File: config.mk
export PLATFORM = sky130hd
export DESIGN_NAME = combined_lcg_shuffle_rng_flat
export DESIGN_NICKNAME = d
export VERILOG_FILES = /design/src/rtl/clsr_pkg.sv /design/src/rtl/clsr_if.sv /design/src/rtl/clsr_step.sv /design/src/rtl/combined_lcg_shuffle_rng.sv /design/src/flat_wrapper.sv
export SDC_FILE = /design/constraint.sdc
export NUM_CORES = 2
export LEC_CHECK = 0
export ABC_CLOCK_PERIOD_IN_PS = 18900
export BUFFER_PORTS_ARGS = -buffer_cell sky130_fd_sc_hd__buf_2
export CAP_MARGIN = 25
export CORE_ASPECT_RATIO = 1.75
export CORE_MARGIN = 5
export CORE_UTILIZATION = 55
export CTS_BUF_LIST = sky130_fd_sc_hd__clkbuf_8 sky130_fd_sc_hd__clkbuf_16
export CTS_CLUSTER_SIZE = 28
export DETAILED_ROUTE_END_ITERATION = 6
export PLACE_DENSITY = 0.73
export SYNTH_ARGS = -nofsm -noshare
export SYNTH_HDL_FRONTEND = slang
export SYNTH_SLANG_ARGS = --single-unit
File: constraint.sdc
create_clock -name clk_i -period 18.9 [get_ports clk_i]
set_input_delay 0.945 -clock clk_i [delete_from_list [all_inputs] [get_ports clk_i]]
set_output_delay 0.945 -clock clk_i [all_outputs]
set_load 0.03 [all_outputs]
File: src/rtl/clsr_pkg.sv
// Package for the combined LCG / shuffle-table random number generator.
// Holds the generator constants, widths, codes and the step-unit request and response types.
// No dependencies.
`default_nettype none

package clsr_pkg;

  // Shuffle table geometry
  localparam int TABLE_DEPTH = 32;
  localparam int IDX_W       = $clog2(TABLE_DEPTH);
  localparam int CNT_W       = $clog2(TABLE_DEPTH + 8);

  // Field widths
  localparam int VAL_W  = 31;
  localparam int SEED_W = 31;
  localparam int K_W    = 16;

  // Generator constants (m = a*q + r)
  localparam longint MOD_A        = 64'd2147483563;
  localparam longint MOD_B        = 64'd2147483399;
  localparam longint MUL_A        = 64'd40014;
  localparam longint MUL_B        = 64'd40692;
  localparam longint QUO_A        = 64'd53668;
  localparam longint QUO_B        = 64'd52774;
  localparam longint REM_A        = 64'd12211;
  localparam longint REM_B        = 64'd3791;
  localparam longint SECOND_RESET = 64'd123456789;
  localparam longint MOD_A_LESS1  = MOD_A - 64'd1;

  // Reciprocals for the divisions by q (estimate is low by at most one)
  localparam longint RECIP_A = (64'd1 << 32) / QUO_A;
  localparam longint RECIP_B = (64'd1 << 32) / QUO_B;
  localparam int     RECIP_W = 17;

  // Slot divisor and its reciprocal
  localparam longint SLOT_DIV   = 64'd1 + MOD_A_LESS1 / TABLE_DEPTH;
  localparam longint SLOT_RECIP = (64'd1 << 32) / SLOT_DIV;
  localparam int     SLOT_PW    = 33 + IDX_W;

  // Request codes
  localparam logic FUNC_DRAW   = 1'b0;
  localparam logic FUNC_RESEED = 1'b1;

  typedef enum logic {
    GEN_FIRST,
    GEN_SECOND
  } gen_sel_e;

  // Step unit request and response
  typedef struct packed {
    logic              start;
    gen_sel_e          sel;
    logic [VAL_W-1:0]  value;
  } step_req_t;

  typedef struct packed {
    logic              done;
    logic [VAL_W-1:0]  value;
  } step_rsp_t;

endpackage

`default_nettype wire

File: src/rtl/clsr_if.sv
// Valid/ready channel interfaces for the generator: request and response.
// Depends on clsr_pkg for field widths.
`default_nettype none

interface clsr_req_if
  import clsr_pkg::*;
();
  logic              valid;
  logic              ready;
  logic              func;
  logic [SEED_W-1:0] seed_value;

  modport source (output valid, output func, output seed_value, input ready);
  modport sink   (input valid, input func, input seed_value, output ready);
endinterface

interface clsr_rsp_if
  import clsr_pkg::*;
();
  logic             valid;
  logic             ready;
  logic [VAL_W-1:0] random_value;

  modport source (output valid, output random_value, input ready);
  modport sink   (input valid, input random_value, output ready);
endinterface

`default_nettype wire

File: src/rtl/clsr_step.sv
// Four-stage Schrage step unit: value * a mod m for either generator.
// Depends on clsr_pkg for constants and the step request/response types.
`default_nettype none

module clsr_step
  import clsr_pkg::*;
(
  input  wire logic      clk_i,
  input  wire logic      rst_ni,
  input  wire step_req_t req_i,
  output step_rsp_t      rsp_o
);

  logic [3:0]        vld_q;
  gen_sel_e          sel_q;
  logic [VAL_W-1:0]  s1_q;
  logic [K_W-1:0]    k0_q;
  logic [K_W-1:0]    k2_q;
  logic [K_W-1:0]    rem2_q;
  logic [31:0]       p1_q;
  logic [31:0]       p2_q;
  logic [VAL_W-1:0]  res_q;

  logic [RECIP_W-1:0] recip_in;
  logic [K_W-1:0]     q_c;
  logic [K_W-1:0]     a_c;
  logic [K_W-1:0]     r_c;
  logic [VAL_W:0]     m_c;

  logic [47:0]       prod0;
  logic [31:0]       kq;
  logic [31:0]       rem0;
  logic [K_W-1:0]    k2_d;
  logic [K_W-1:0]    rem2_d;
  logic signed [33:0] v;

  // Reciprocal for the first stage follows the incoming request
  always_comb begin
    unique case (req_i.sel)
      GEN_FIRST:  recip_in = RECIP_W'(RECIP_A);
      GEN_SECOND: recip_in = RECIP_W'(RECIP_B);
      default:    recip_in = RECIP_W'(RECIP_A);
    endcase
  end

  // Later stages use the latched generator choice
  always_comb begin
    unique case (sel_q)
      GEN_FIRST: begin
        q_c = K_W'(QUO_A);
        a_c = K_W'(MUL_A);
        r_c = K_W'(REM_A);
        m_c = (VAL_W+1)'(MOD_A);
      end
      GEN_SECOND: begin
        q_c = K_W'(QUO_B);
        a_c = K_W'(MUL_B);
        r_c = K_W'(REM_B);
        m_c = (VAL_W+1)'(MOD_B);
      end
      default: begin
        q_c = K_W'(QUO_A);
        a_c = K_W'(MUL_A);
        r_c = K_W'(REM_A);
        m_c = (VAL_W+1)'(MOD_A);
      end
    endcase
  end

  // Quotient estimate, then one correction step
  assign prod0 = 48'(req_i.value) * 48'(recip_in);
  assign kq    = 32'(k0_q) * 32'(q_c);
  assign rem0  = 32'(s1_q) - kq;

  always_comb begin
    if (rem0 >= 32'(q_c)) begin
      k2_d   = k0_q + K_W'(1);
      rem2_d = K_W'(rem0 - 32'(q_c));
    end else begin
      k2_d   = k0_q;
      rem2_d = K_W'(rem0);
    end
  end

  // a*(s mod q) - k*r, wrapped once into range
  always_comb begin
    v = $signed({2'b00, p1_q}) - $signed({2'b00, p2_q});
    if (v < 0) begin
      v = v + $signed(34'(m_c));
    end
  end

  // Stage valid bits
  always_ff @(posedge clk_i or negedge rst_ni) begin
    if (!rst_ni) begin
      vld_q <= '0;
      sel_q <= GEN_FIRST;
    end else begin
      vld_q <= {vld_q[2:0], req_i.start};
      if (req_i.start) begin
        sel_q <= req_i.sel;
      end
    end
  end

  // Datapath registers
  always_ff @(posedge clk_i) begin
    if (req_i.start) begin
      s1_q <= req_i.value;
      k0_q <= prod0[47:32];
    end
    if (vld_q[0]) begin
      k2_q   <= k2_d;
      rem2_q <= rem2_d;
    end
    if (vld_q[1]) begin
      p1_q <= 32'(a_c) * 32'(rem2_q);
      p2_q <= 32'(k2_q) * 32'(r_c);
    end
    if (vld_q[2]) begin
      res_q <= v[VAL_W-1:0];
    end
  end

  assign rsp_o.done  = vld_q[3];
  assign rsp_o.value = res_q;

endmodule

`default_nettype wire

File: src/rtl/combined_lcg_shuffle_rng.sv
// Combined LCG random number generator with a Bays-Durham shuffle table.
// Draw: the step units run while the slot is computed and the table read; the result is
//   registered once the output is free. Ready only in idle: one request at a time.
// Reseed: 40 dependent steps on the first generator, then a draw. Reset sets the
//   generators to 1 and 123456789 and clears the per-entry valid bits of the table,
//   so no clearing pass is needed.
`default_nettype none

module combined_lcg_shuffle_rng
  import clsr_pkg::*;
(
  input  wire logic  clk_i,
  input  wire logic  rst_ni,
  clsr_req_if.sink   in_req_i,
  clsr_rsp_if.source out_rsp_o
);

  typedef enum logic [2:0] {
    ST_IDLE,
    ST_SEED,
    ST_SEED_WAIT,
    ST_DRAW,
    ST_SLOT,
    ST_READ,
    ST_WAIT,
    ST_FINISH
  } state_e;

  state_e               state_q;
  logic [VAL_W-1:0]     first_gen_q;
  logic [VAL_W-1:0]     second_gen_q;
  logic [VAL_W-1:0]     shuffle_out_q;
  logic [CNT_W-1:0]     step_cnt_q;
  logic [IDX_W:0]       est_q;
  logic [IDX_W-1:0]     slot_q;
  logic [TABLE_DEPTH-1:0] tbl_vld_q;
  logic                 out_valid_q;
  logic [VAL_W-1:0]     out_value_q;

  // Shuffle table memory
  logic [VAL_W-1:0]     tbl_mem [TABLE_DEPTH];
  logic [VAL_W-1:0]     rd_data_q;
  logic                 rd_vld_q;

  step_req_t            req_a;
  step_req_t            req_b;
  step_rsp_t            rsp_a;
  step_rsp_t            rsp_b;

  logic                 in_fire;
  logic                 out_free;
  logic [VAL_W-1:0]     seed_fixed;
  logic [SLOT_PW-1:0]   slot_prod;
  logic [32:0]          slot_chk;
  logic [IDX_W:0]       slot_full;
  logic [IDX_W-1:0]     slot_d;
  logic [VAL_W-1:0]     tbl_word;
  logic signed [33:0]   diff;
  logic                 wr_en;
  logic [IDX_W-1:0]     wr_addr;
  logic                 seed_store;

  assign in_fire  = in_req_i.valid && in_req_i.ready;
  assign out_free = !out_valid_q || out_rsp_o.ready;
  assign in_req_i.ready = (state_q == ST_IDLE);

  assign out_rsp_o.valid        = out_valid_q;
  assign out_rsp_o.random_value = out_value_q;

  // Seed of zero becomes one
  assign seed_fixed = (in_req_i.seed_value == '0) ? VAL_W'(1) : in_req_i.seed_value;

  // Step unit requests
  assign req_a.start = (state_q == ST_SEED) || (state_q == ST_DRAW);
  assign req_a.sel   = GEN_FIRST;
  assign req_a.value = first_gen_q;
  assign req_b.start = (state_q == ST_DRAW);
  assign req_b.sel   = GEN_SECOND;
  assign req_b.value = second_gen_q;

  clsr_step u_step_a (
    .clk_i  (clk_i),
    .rst_ni (rst_ni),
    .req_i  (req_a),
    .rsp_o  (rsp_a)
  );

  clsr_step u_step_b (
    .clk_i  (clk_i),
    .rst_ni (rst_ni),
    .req_i  (req_b),
    .rsp_o  (rsp_b)
  );

  // Slot = shuffle_out / SLOT_DIV: reciprocal estimate, then correct and saturate
  assign slot_prod = SLOT_PW'(shuffle_out_q) * SLOT_PW'(SLOT_RECIP);
  assign slot_chk  = 33'(shuffle_out_q) - 33'(est_q) * 33'(SLOT_DIV);

  always_comb begin
    if (slot_chk >= 33'(SLOT_DIV)) begin
      slot_full = est_q + (IDX_W+1)'(1);
    end else begin
      slot_full = est_q;
    end
    if (slot_full > (IDX_W+1)'(TABLE_DEPTH - 1)) begin
      slot_d = IDX_W'(TABLE_DEPTH - 1);
    end else begin
      slot_d = slot_full[IDX_W-1:0];
    end
  end

  // New output: old slot content minus second generator, wrapped into range
  assign tbl_word = rd_vld_q ? rd_data_q : '0;

  always_comb begin
    diff = $signed({3'b000, tbl_word}) - $signed({3'b000, rsp_b.value});
    if (diff < 1) begin
      diff = diff + $signed(34'(MOD_A_LESS1));
    end
  end

  // Table writes: reseed fill from the top slot down, or draw replacement
  assign seed_store = (state_q == ST_SEED_WAIT) && rsp_a.done &&
                      (step_cnt_q < CNT_W'(TABLE_DEPTH));
  assign wr_en   = seed_store || ((state_q == ST_FINISH) && out_free);
  assign wr_addr = (state_q == ST_FINISH) ? slot_q : step_cnt_q[IDX_W-1:0];

  always_ff @(posedge clk_i) begin
    if (wr_en) begin
      tbl_mem[wr_addr] <= rsp_a.value;
    end
    if (state_q == ST_READ) begin
      rd_data_q <= tbl_mem[slot_q];
    end
  end

  // Sequencer, generator state and output register
  always_ff @(posedge clk_i or negedge rst_ni) begin
    if (!rst_ni) begin
      state_q       <= ST_IDLE;
      first_gen_q   <= VAL_W'(1);
      second_gen_q  <= VAL_W'(SECOND_RESET);
      shuffle_out_q <= '0;
      step_cnt_q    <= '0;
      est_q         <= '0;
      slot_q        <= '0;
      tbl_vld_q     <= '0;
      rd_vld_q      <= 1'b0;
      out_valid_q   <= 1'b0;
      out_value_q   <= '0;
    end else begin
      // Finish state reloads the output register itself
      if (out_valid_q && out_rsp_o.ready && (state_q != ST_FINISH)) begin
        out_valid_q <= 1'b0;
      end
      if (wr_en) begin
        tbl_vld_q[wr_addr] <= 1'b1;
      end

      unique case (state_q)
        ST_IDLE: begin
          if (in_fire) begin
            if (in_req_i.func == FUNC_RESEED) begin
              first_gen_q  <= seed_fixed;
              second_gen_q <= seed_fixed;
              step_cnt_q   <= CNT_W'(TABLE_DEPTH + 7);
              state_q      <= ST_SEED;
            end else begin
              state_q <= ST_DRAW;
            end
          end
        end
        ST_SEED: begin
          state_q <= ST_SEED_WAIT;
        end
        ST_SEED_WAIT: begin
          if (rsp_a.done) begin
            first_gen_q <= rsp_a.value;
            if (step_cnt_q == '0) begin
              shuffle_out_q <= rsp_a.value;
              state_q       <= ST_DRAW;
            end else begin
              step_cnt_q <= step_cnt_q - CNT_W'(1);
              state_q    <= ST_SEED;
            end
          end
        end
        ST_DRAW: begin
          est_q   <= slot_prod[32 +: (IDX_W+1)];
          state_q <= ST_SLOT;
        end
        ST_SLOT: begin
          slot_q  <= slot_d;
          state_q <= ST_READ;
        end
        ST_READ: begin
          rd_vld_q <= tbl_vld_q[slot_q];
          state_q  <= ST_WAIT;
        end
        ST_WAIT: begin
          if (rsp_a.done) begin
            state_q <= ST_FINISH;
          end
        end
        ST_FINISH: begin
          if (out_free) begin
            first_gen_q   <= rsp_a.value;
            second_gen_q  <= rsp_b.value;
            shuffle_out_q <= diff[VAL_W-1:0];
            out_value_q   <= diff[VAL_W-1:0];
            out_valid_q   <= 1'b1;
            state_q       <= ST_IDLE;
          end
        end
        default: begin
          state_q <= ST_IDLE;
        end
      endcase
    end
  end

endmodule

`default_nettype wire

File: src/flat_wrapper.sv
// flat-port wrapper written by rule: the top's interface ports become plain ports
module combined_lcg_shuffle_rng_flat import clsr_pkg::*;
  (clk_i, rst_ni, in_req_i_valid, in_req_i_func, in_req_i_seed_value, in_req_i_ready, out_rsp_o_valid, out_rsp_o_random_value, out_rsp_o_ready);
  clsr_req_if in_req_i_i ();
  clsr_rsp_if out_rsp_o_i ();
  input  wire logic clk_i;
  input  wire logic rst_ni;
  input wire logic [$bits(in_req_i_i.valid)-1:0] in_req_i_valid;
  input wire logic [$bits(in_req_i_i.func)-1:0] in_req_i_func;
  input wire logic [$bits(in_req_i_i.seed_value)-1:0] in_req_i_seed_value;
  output wire logic [$bits(in_req_i_i.ready)-1:0] in_req_i_ready;
  output wire logic [$bits(out_rsp_o_i.valid)-1:0] out_rsp_o_valid;
  output wire logic [$bits(out_rsp_o_i.random_value)-1:0] out_rsp_o_random_value;
  input wire logic [$bits(out_rsp_o_i.ready)-1:0] out_rsp_o_ready;
  assign in_req_i_i.valid = in_req_i_valid;
  assign in_req_i_i.func = in_req_i_func;
  assign in_req_i_i.seed_value = in_req_i_seed_value;
  assign in_req_i_ready = in_req_i_i.ready;
  assign out_rsp_o_valid = out_rsp_o_i.valid;
  assign out_rsp_o_random_value = out_rsp_o_i.random_value;
  assign out_rsp_o_i.ready = out_rsp_o_ready;
  combined_lcg_shuffle_rng u_core (.clk_i(clk_i), .rst_ni(rst_ni), .in_req_i(in_req_i_i), .out_rsp_o(out_rsp_o_i));
endmodule
# Word-level counts from Yosys, hierarchy flattened
# Memory sizes are Yosys's and may differ from the RTL's. A register that Yosys moved wholly into a read port is not among the register bits.
# Index checks and enable logic that the tools add are counted.
# op_classes
n_addsub	15
multipliers	9
order_cmp	11
eq_ne	15
mux	48
n_bitwise	2
n_reduce_logical	24
# ops
cell	count
$mux W31	13
$pmux W31 S2	3
$mul A16 B16 Y32	3
$pmux W16 S2	3
$pmux W31 S3	1
$lt A33 B1 Y1 const B	2
$sub A32 B32 Y33	2
$mux W16	4
$sub A31 B32 Y32	2
$add A31 B8 Y31 const B	2
$mul A16 B14 Y30 const B	2
$mul A31 B15 Y46 const B	1
$mul A31 B14 Y45 const B	1
$ge A33 B26 Y1 const B	1
$sub A31 B32 Y33	1
$add A16 B1 Y16 const B	2
$ge A32 B16 Y1	1
$ge A32 B16 Y1 const B	1
$lt A32 B2 Y1 const B	1
$or A32 B32 Y32	1
$sub A31 B31 Y32	1
$add A31 B31 Y31	1
$logic_not A31 Y1	1
$mul A15 B16 Y31 const A	1
35 further kinds	73
# word_totals
reg_bits	532
ram_bits	992
out_inout_bits	33
word_cells	153
n_memories	1
# mem_list
memory	depth	width	read_ports	rd_clocked_by_memory_dff	write_ports	line_no	source
u_core.tbl_mem	32	31	1	1	1	combined_lcg_shuffle_rng.sv:41	logic [VAL_W-1:0] tbl_mem [TABLE_DEPTH];

# Longest topological paths before layout
# logic_depth
ltp_word	7
mapped_depth	36
mapped_depth_nobuf	35

# Hierarchy
# A second synthesis with hierarchy kept.
# unflattened
hier_cells	10856
area_unflattened_um2	130692.8
# modules_own_cells
module	n_inst	cells_each	area_per_inst_um2	seq_area_each_um2
combined_lcg_shuffle_rng	1	3089	52177.5	35145.0
clsr_step (u_core.u_step_b)	1	3939	39466.6	5320.1
clsr_step (u_core.u_step_a)	1	3828	39048.7	5320.1

# Worst setup path before layout
# OpenSTA, ideal clock, no wires.
# synth_path
path_kind	reg-to-reg
from	reg u_core.u_step_a.k0_q[1]
to	reg u_core.u_step_a.k2_q[1], data pin
setup_ns	0.260
arrival_time_ns	8.105
t_required_ns	18.640
setup_slack_ns	10.535
path_stages_with_launch	33
synth_period_minus_slack_ns	8.365
cell_sequence	edfxtp_1 ha_1 inv_1 fa_1 inv_1 fa_1 fa_1 fa_1 inv_1 fa_1 inv_1 ha_1 a21o_1 a211oi_1 o21bai_1 a2bb2oi_1 a21oi_1 a311o_1 xnor2_1 ha_1 clkbuf_1 inv_1 a222oi_1 and3_1 o311ai_0 nor4_1 o311ai_1 a2111o_1 a2111oi_0 o2111ai_1 a2111oi_2 buf_2 mux2_2
# synth_via
elab_chain_cells	4
elab_cells_between_ends	5
cone_classes	add/sub (2); mul (1); order compare (1); mux (1)
# synth_rtl
item	line_no	source
start: declaration	clsr_step.sv:17	logic [K_W-1:0] k0_q;
start signal: assignment	clsr_step.sv:110	k0_q <= prod0[47:32];
$mul A16 B14 Y30	clsr_step.sv:72	assign kq = 32'(k0_q) * 32'(q_c);
$sub A31 B32 Y32	clsr_step.sv:73	assign rem0 = 32'(s1_q) - kq;
$ge A32 B16 Y1	clsr_step.sv:76	if (rem0 >= 32'(q_c)) begin
$mux W16 (*)	clsr_step.sv:76	
net u_core.u_step_a.k2_d[1]	clsr_step.sv:33	logic [K_W-1:0] k2_d;
end signal: assignment	clsr_step.sv:113	k2_q <= k2_d;
end: declaration	clsr_step.sv:18	logic [K_W-1:0] k2_q;
# The timed path passes the listed nets; every way through them passes the cells marked *.
# A chain may end at the register's enable or synchronous reset.

# Final worst setup path
# layout_path
from	reg u_core.u_step_a.k0_q[0]
to	reg u_core.u_step_a.k2_q[1], data pin
# The elaborated chain is that of the path after synthesis.

==> key figures <==
Status
  • Run status: finished, final reports clean

Setup path
  • Crit Path Max Fanout: 30
  • Crit start category: flip-flop
  • Critical path arrival: 9.87 ns
  • Crit path buffers/inverters: 6
  • Critical Path Sink Type: flip-flop
  • Worst path slowest cell: edfxtp_1
  • Req. time, crit path: 19.38 ns
  • Critical path class: reg2reg
  • Worst R2R Setup Slack: 9.51 ns
  • CP peak stage delay: 0.55 ns
  • Critical path's top delay family: adder cells

Route
  • ANT nets after route: 0
  • WL/cell: 26.8 um
  • Vias: 74.4k
  • Pre-Repair DR Iteration Count: 6
  • Drc violations: 0
  • Initial DRC count: 6110
  • Total wire length: 329000 um
  • Vias per cell: 6.06

Synthesis
  • Asr flop ratio synth: 11.9%
  • Area leader, netlist: edfxtp_1
  • Cells after Synth: 9236
  • Post-synthesis sequential area ratio: 39.6%
  • Synth Register Bits: 1551
  • Top FF cell, synth: edfxtp_1
  • Top cell type's share of synthesized area: 35.6%
  • Yosys warning total: 0
  • Syn Area/Cell: 12.5 um^2
  • Synth top cells by count: inv_1 (1600), edfxtp_1 (1367), ha_1 (1284)
  • Top-count cell post-synth: inv_1
  • Cell area after synthesis: 0.115 mm^2
  • Post-synthesis cell type count: 98
  • EDFF count, synth: 1367
  • Ranking of synthesized cells by area: edfxtp_1 (36%), fa_1 (16%), ha_1 (14%)

Die
  • Core box area: 0.209 mm^2
  • Die area: 0.219 mm^2
  • Ports: 69
  • Initial Utilization: 55.2%
  • Die Ht: 616 um
  • Die Width: 356 um
  • Site Rows: 222

Place
  • Placed cells: 12.0k
  • RePlAce Congestion: 0.952
  • HPWL after DPL: 241000 um
  • Port bufs: 68

STA
  • Fmax: 107 MHz
  • Tcrit/Tclk final: 49.7%
  • Setup TNS: 0 ns
  • RSZ-0062 raised after global routing: no
  • Hold_ws: 0.138 ns
  • Final setup viols: 0
  • Final Hold Fails: 0
  • Slew margin rel.: 28.5%
  • Worst slew pin tran: 1.07 ns
  • Min Tclk post-route: 9.39 ns
  • Pins Over Slew Limit: 0
  • Clk_skew: 0.111 ns

Finish
  • Post-Layout Cell Count: 12.3k
  • Area delta synth->final: 7.79%
  • Fin nets: 11.6k
  • Fin util: 59.5%
  • Fraction of layout cells with a size suffix above 1: 9.64%

Global route
  • Aggregate global routing overflow: 0
  • Largest net degree at the start of global routing: 135
  • First-pass GRT wire length: 491000 um
  • Initial antenna violation count: 23
  • All-Layer GR Usage: 30.2%
  • Number of global-route vias before repair: 79.8k

CTS
  • # resized after CTS: 0
  • H-Tree Depth: 4
  • CTS clk-pin slew, worst paths: 0.07 ns
  • CTS buffer count: 147
  • CTS max path bufs: 4
  • Setup repair bufs after CTS: 0
  • CTS sink cnt: 1551
  • Worst-skew pair later-pin latency: 0.85 ns
  • Root buffer cell: clkbuf_16
  • CTS hold repair buffers: 0
  • TritonCTS clock tree: built

Flow run
  • MaxCap Viol Count: 0

Worst hold path
  • Hold/Removal Path Class: in2async
## cells in the final DEF, fill, tap and decap left out, drive strengths merged, types with 42 or more instances in the layout
cell type,instances
inv,1629
a21o,161
xnor2,279
mux2i,54
xor2,137
o21bai,54
a211oi,43
ha,1284
or2,63
nor3,96
a21oi,345
nor2,404
a31oi,64
dfrtp,167
o21ai,268
nand2b,71
nand2,402
nand3,106
o21a,71
mux4,320
edfxtp,1367
buf,183
and2,78
and3,42
clkbuf,160
nor2b,77
fa,947
## worst register-to-register path, delay by kind of cell (launching register included)
family | cells | cell delay (ns)
DFF | 1 | 0.55
adders and majority gates | 8 | 3.51
buffers and inverters | 6 | 0.75
xor gates and xnor gates | 1 | 0.15
muxes | 1 | 0.41
and+or+nand+nor | 2 | 0.59
AOI/OAI and AO/OA | 13 | 3.18
## cell families after synthesis
group / count (synthesis) / share of synthesized area, %
and+or+nand+nor: 1529 / 6.52
DFF: 1551 / 39.6
adders and majority gates: 2231 / 30.4
other: 2 / 0.00652
xor gates and xnor gates: 416 / 3.16
AOI/OAI and AO/OA: 1286 / 7.28
muxes: 413 / 7.10
buffers and inverters: 1808 / 5.90
## metal layers
layer	GRT usage, %	up-vias	routed length (um)
met5	0	-	303
met4	21.3	16	30000
met3	4.28	1072	21200
met2	55.3	3192	174000
met1	31.6	37574	104000
li1	-	32498	-
## metrics by stage
| step | area (um^2) | worst slack, ns |
|---|---|---|
| 3_3_place_gp | 119000 | 9.41 |
| 6_report | 124000 | 9.51 |
| 5_1_grt | 124000 | 8.89 |
| 4_1_cts | 124000 | 9.46 |
| 3_5_place_dp | 120000 | 9.50 |
| 2_1_floorplan | 115000 | 10.54 |
## flip-flops by register name, indices dropped and copies added, names as in the netlist, 30 cells and up
signal and cells:
u_core.u_step_b.res_q 31, u_core.rd_data_q 31, u_core.out_rsp_o.random_value 31, u_core.u_step_a.res_q 31
u_core.u_step_b.p1_q 31, u_core.u_step_a.p2_q 30, u_core.tbl_mem 992, u_core.first_gen_q 31
u_core.u_step_b.s1_q 31, u_core.u_step_a.p1_q 31, u_core.u_step_b.p2_q 32, u_core.tbl_vld_q 32
u_core.u_step_a.s1_q 31, u_core.shuffle_out_q 30, u_core.second_gen_q 31
## final timing paths
| check | from | cells past startpoint | endpoint |
|---|---|---|---|
| max | u_core.u_step_a.k0_q[0] | 31 | u_core.u_step_a.k2_q[1] |
| min | rst_ni | 1 | u_core.u_step_a.vld_q[3] |
| max reg2reg | u_core.u_step_a.k0_q[0] | 31 | u_core.u_step_a.k2_q[1] |
| min reg2reg | u_core.tbl_vld_q[3] | 1 | u_core.tbl_vld_q[3] |
| max in group asynchronous | rst_ni | 3 | u_core.out_rsp_o.random_value[22] |
| min in group clk_i | in_req_i_seed_value[20] | 3 | u_core.second_gen_q[20] |
## area by class of cell
class                   count  area (um^2)
fillers                 16174        84700
multi-input cells        5878        63100
flip-flops and latches   1551        45700
inverters                1601         6010
clock buffers             160         3930
well taps                2800         3500
repair buffers            183         1280
clock inverters            85          716
diodes                      9         22.5
Power is not shown: default switching activity piles up to over one toggle a cycle in this logic, so the estimate is an artifact.
